--- src/rtl/mtkxc_pkg.sv ---
// ============================================================================
// mtkxc_pkg
// Shared constants, controller states and command/status bundles for the
// MT19937 keystream XOR cipher unit.
// ============================================================================
`default_nettype none

package mtkxc_pkg;

    localparam int WORDS     = 624;
    localparam int SHIFT_OFF = 397;
    localparam int SPLIT     = 227;
    localparam int WORD_W    = 32;
    localparam int ADDR_W    = 10;
    localparam int DATA_W    = 8;

    localparam logic [WORD_W-1:0] INIT_MULT = 32'h6c078965;
    localparam logic [WORD_W-1:0] TWIST_XOR = 32'h9908b0df;
    localparam logic [WORD_W-1:0] MID_MASK  = 32'h7ffffffe;
    localparam logic [WORD_W-1:0] TEMPER_B  = 32'hff3a58ad;
    localparam logic [WORD_W-1:0] TEMPER_C  = 32'hffffdf8c;

    localparam logic [ADDR_W-1:0] LAST_ADDR  = ADDR_W'(WORDS - 1);
    localparam logic [ADDR_W-1:0] WORDS_ADDR = ADDR_W'(WORDS);

    // APB register map
    localparam int APB_ADDR_W = 3;
    localparam logic REG_SEED = 1'b0;   // register index, taken from paddr[2]

    typedef enum logic [2:0] {
        ST_SEED_START,
        ST_SEED_MUL,
        ST_SEED_ADD,
        ST_IDLE,
        ST_CALC
    } state_t;

    typedef struct packed {
        logic seed_start;
        logic seed_mul;
        logic seed_add;
        logic accept;
        logic commit;
    } cmd_t;

    typedef struct packed {
        logic seed_last;
        logic out_free;
        logic item_last;
    } status_t;

endpackage

`default_nettype wire

--- src/rtl/mtkxc_ctrl.sv ---
// ============================================================================
// mtkxc_ctrl
// Controller: sequences the seeding pass and the accept/commit item flow.
// ============================================================================
`default_nettype none

module mtkxc_ctrl
    import mtkxc_pkg::*;
(
    input  wire logic    aclk,
    input  wire logic    aresetn,
    input  wire logic    cfg_write,
    input  wire logic    s_tvalid,
    output logic         s_tready,
    input  wire status_t status,
    output cmd_t         cmd
);

    state_t state_reg, state_next;

    always_ff @(posedge aclk) begin
        if (!aresetn) begin
            state_reg <= ST_SEED_START;
        end else begin
            state_reg <= state_next;
        end
    end

    always_comb begin
        state_next = state_reg;
        case (state_reg)
            ST_SEED_START: state_next = ST_SEED_MUL;
            ST_SEED_MUL:   state_next = ST_SEED_ADD;
            ST_SEED_ADD:   state_next = status.seed_last ? ST_IDLE : ST_SEED_MUL;
            ST_IDLE:       state_next = s_tvalid ? ST_CALC : ST_IDLE;
            ST_CALC: begin
                if (status.out_free) begin
                    state_next = status.item_last ? ST_SEED_START : ST_IDLE;
                end
            end
            default:       state_next = ST_SEED_START;
        endcase
        // a seed write restarts the seeding pass
        if (cfg_write) begin
            state_next = ST_SEED_START;
        end
    end

    always_comb begin
        cmd      = '0;
        s_tready = 1'b0;
        case (state_reg)
            ST_SEED_START: cmd.seed_start = 1'b1;
            ST_SEED_MUL:   cmd.seed_mul   = 1'b1;
            ST_SEED_ADD:   cmd.seed_add   = 1'b1;
            ST_IDLE: begin
                s_tready   = 1'b1;
                cmd.accept = s_tvalid;
            end
            ST_CALC:       cmd.commit     = status.out_free;
            default:       cmd            = '0;
        endcase
    end

    // an item is only worked on after it was taken in idle
    assert property (@(posedge aclk) disable iff (!aresetn)
        (state_reg == ST_CALC) |->
            ($past(state_reg) == ST_IDLE || $past(state_reg) == ST_CALC))
        else $error("calc state entered without an accepted item");

endmodule

`default_nettype wire

--- config.mk ---
export PLATFORM = sky130hd
export DESIGN_NAME = mtkxc_ctrl
export DESIGN_NICKNAME = d
export VERILOG_FILES = /design/src/rtl/mtkxc_pkg.sv /design/src/rtl/mtkxc_ctrl.sv
export SDC_FILE = /design/constraint.sdc
export NUM_CORES = 1
export LEC_CHECK = 0
export ABC_AREA = 1
export BUFFER_PORTS_ARGS = -buffer_cell sky130_fd_sc_hd__clkbuf_2
export CAP_MARGIN = 25
export CORE_AREA = 2 2 39 41
export CTS_BUF_LIST = sky130_fd_sc_hd__clkbuf_2
export DETAILED_ROUTE_END_ITERATION = 12
export DIE_AREA = 0 0 41 43
export PLACE_DENSITY = 0.46
export SETUP_SLACK_MARGIN = 0.05
export SYNTH_ARGS = -nofsm -noshare
export SYNTH_HDL_FRONTEND = slang
export SYNTH_SLANG_ARGS = --single-unit
export TNS_END_PERCENT = 50
--- constraint.sdc ---
create_clock -name aclk -period 1.55 [get_ports aclk]
set_clock_uncertainty 0.1 [all_clocks]
set_input_delay 0.2325 -clock aclk [delete_from_list [all_inputs] [get_ports aclk]]
set_output_delay 0.2325 -clock aclk [all_outputs]
set_load 0.05 [all_outputs]
==> reports/summary.log <==
[outcome] result of the run finished, final reports clean
[floorplan] count of standard-cell rows 14
[floorplan] placeable core area 1380 um2
[clock_tree] CTS HTree Levels 1
[timing] setup repair after global routing missed its margin true
[critical_path] kind of start point of the critical path flip-flop
[clock_tree] Max Root-Sink Buffers 2
[timing] time the worst path needs with I/O delays and setup 1.44 ns
[clock_tree] CTS Root Buffer Type sky130_fd_sc_hd__clkbuf_2
[critical_path] required arrival time at the worst endpoint 1.22 ns
[timing] final count of negative-setup-slack endpoints 0
[finish] area of combinational cells with multiple inputs 119 um2
[critical_path] CP Capture Type output pin
[critical_path] reg2reg end state_reg[1]
[timing] pins over their slew limit 0
[finish] Final nets 62
[finish] count of fill cells added during filler insertion 160
[synth] Seq cells post-synth 3
[global_routing] overall fraction of global-route tracks in use 7.92%
[run] max capacitance violation total 0
[synth] Yosys Warn Count 0
[clock_tree] count of hold-fix buffers inserted at cts 0
[detailed_routing] Total Wirelength 526 um
[synth] synthesized area 211 um2
[critical_path] critical-path maximum fanout 5
[timing] smallest setup slack after layout 0.110 ns
[global_routing] wire length of the first global-routing pass 862 um
[power] Static Leak 0.213 nW
[finish] combined flip-flop and latch cell area 68.8 um2
[place] quantity of I/O buffers inserted on ports 12
[place] pre-CTS setup slack 0.143 ns
[clock_tree] CTS tree yes
[global_routing] antenna violations before repair 0
[timing] crit share post-route 92.9%
[global_routing] vias in the first global route 249
[global_routing] pin count of the biggest net entering global routing 8
[power] Worst VDD drop 0.163 mV
[place] half-perimeter wire length after detailed placement 421 um
[worst_hold_path] worst hold path cell count 3
[detailed_routing] vias 267
[worst_hold_path] hold worst-path end state_reg[2]
[floorplan] die area 1760 um2
[floorplan] # IOs 13
[synth] area fraction of the dominant cell type after synthesis 28.4%
[clock_tree] number of buffers added by the clock tree synthesis step 3
[synth] part of the Yosys area used for sequential elements 28.4%
[synth] synthesized area per cell 5.56 um2
[synth] cells taking the most area after synthesis sky130_fd_sc_hd__dfxtp_1, sky130_fd_sc_hd__inv_1, sky130_fd_sc_hd__nand2_1, sky130_fd_sc_hd__nand3_1, sky130_fd_sc_hd__nor2_2
[detailed_routing] mean routed wirelength per cell 7.51 um
[power] power density over the cells 693 nW/um2
[detailed_routing] number of antenna-violating nets in the routed design 0
[synth] Netlist cell types 10
[worst_hold_path] startpoint of the lowest-slack hold path aresetn
[place] RD Place Congestion 0.648
[finish] final design instance area without fill 354 um2
[timing] Final Hold Violating Endpoints 0
[critical_path] Worst Path Class, Setup flip-flop to output pin
[floorplan] die outline width 41 um
[synth] Gate Count Post-Synth 38
[global_routing] total congestion overflow 0
[critical_path] Arr. time, crit path 1.11 ns
[critical_path] setup slack of the most critical reg-to-reg path 0.52 ns
[timing] achievable clock frequency 694 MHz
[detailed_routing] Pre-antenna DRT Iters 2
[finish] layout-stage area growth over the synthesis result 67.5%
[floorplan] initial core utilization 15.3%
[finish] commonest cells after routing, fill and taps aside sky130_fd_sc_hd__inv_1, sky130_fd_sc_hd__clkbuf_2, sky130_fd_sc_hd__nand2_1, sky130_fd_sc_hd__nand3_1, sky130_fd_sc_hd__nor2_1
[detailed_routing] vias per cell 3.81
[critical_path] FF-to-FF Start state_reg[0]
[worst_hold_path] HP Class primary input to flip-flop
[floorplan] Die Height 43 um
[finish] number of flip-flops under the largest register name 3
[power] overall power 0.000245 W
[clock_tree] clk_lat worst skew 0.21 ns
[synth] library cell occupying the most area in the post-synthesis netlist sky130_fd_sc_hd__dfxtp_1
[detailed_routing] initial drt markers 6
[finish] share of layout cells above drive strength 1 48.1%
[critical_path] worst reg-to-reg path cell count 5
[synth] number of nets produced by synthesis 45
[clock_tree] Sinks on Clock Net 3
[finish] number of inserted diodes 0
[critical_path] Critical Path Source state_reg[0]
[clock_tree] post-CTS clock slew at the launch and capture registers of the worst setup and hold paths 0.04 ns
[place] Placed Instance Area 302 um2
[detailed_routing] DRC violations left 0
[timing] actual transition at the worst max-transition pin 0.275 ns
[timing] Max-Slew Margin vs Limit 81.7%
## Yosys cell counts
cell,count
sky130_fd_sc_hd__nand3_1,4
sky130_fd_sc_hd__dfxtp_1,3
sky130_fd_sc_hd__nor2_1,3
sky130_fd_sc_hd__inv_1,12
sky130_fd_sc_hd__nand2_2,1
sky130_fd_sc_hd__nand4_1,1
sky130_fd_sc_hd__nand2_1,8
sky130_fd_sc_hd__nor2_2,2
sky130_fd_sc_hd__a21oi_1,2
sky130_fd_sc_hd__nor3_1,2
## area by class of cell
cell class	count	share of cell area, %
sequential	3	19.4
timing repair buffer	12	23.0
inverter	12	12.7
clock buffer	4	5.65
tap	16	5.65
multi-input combinational	23	33.6
## kinds of logic (layout without fill, tap and decap cells)
group / count (synthesis) / in the layout / share of synthesized area [%]
AOI/OAI and AO/OA: 2 / 2 / 4.73
buffers and inverters: 12 / 28 / 21.3
DFF: 3 / 3 / 28.4
and+or+nand+nor: 21 / 21 / 45.6
## per-layer routing
| metal | wire length, um | GRT usage [%] | vias up | part of all wire, % |
|---|---|---|---|---|
| met5 | 0 | 0 | - | 0 |
| met1 | 213 | 7.03 | 113 | 40 |
| met2 | 261 | 11.3 | 9 | 50 |
| li1 | - | - | 143 | - |
| met4 | 11 | 8.00 | 0 | 2.1 |
| met3 | 39 | 4.71 | 2 | 7.4 |
## power by group
part           switching (W)  internal (W)
clock network      0.0000427     0.0000680
registers         0.00000345     0.0000778
logic              0.0000349     0.0000184
## how the worst max path moves through the flow
stage / end / slack (ns)
after floorplan: cmd[1] / -0.20
after global placement: cmd[0] / 0.15
after detailed placement: cmd[0] / 0.14
after CTS: cmd[4] / 0.05
after global routing: cmd[0] / 0.03
final: s_tready / 0.11
## critical path: stages (launching register included)
cell and delay (ns):
sky130_fd_sc_hd__dfxtp_4 0.37, sky130_fd_sc_hd__nand2_1 0.07, sky130_fd_sc_hd__nor2_2 0.17, sky130_fd_sc_hd__buf_2 0.29
## timing repair
action | CTS | global route
setup endpoints to repair | 5 | 5
resized for setup | 5 | 14
setup buffers | 0 | 0
pin swaps | 0 | 2
## stage by stage
step / setup TNS, ns / utilization (%) / std cells / hold WS, ns
floorplan: -0.201 / - / 38 / 0.279
global placement: 0 / 21.8 / 66 / 0.379
detailed placement: 0 / 21.8 / 66 / 0.389
CTS: 0 / 24.2 / 70 / 0.145
global route: 0 / 25.6 / 70 / 0.181
finish: 0 / 25.6 / 70 / 0.155
Power figures use the tool's default switching activity.
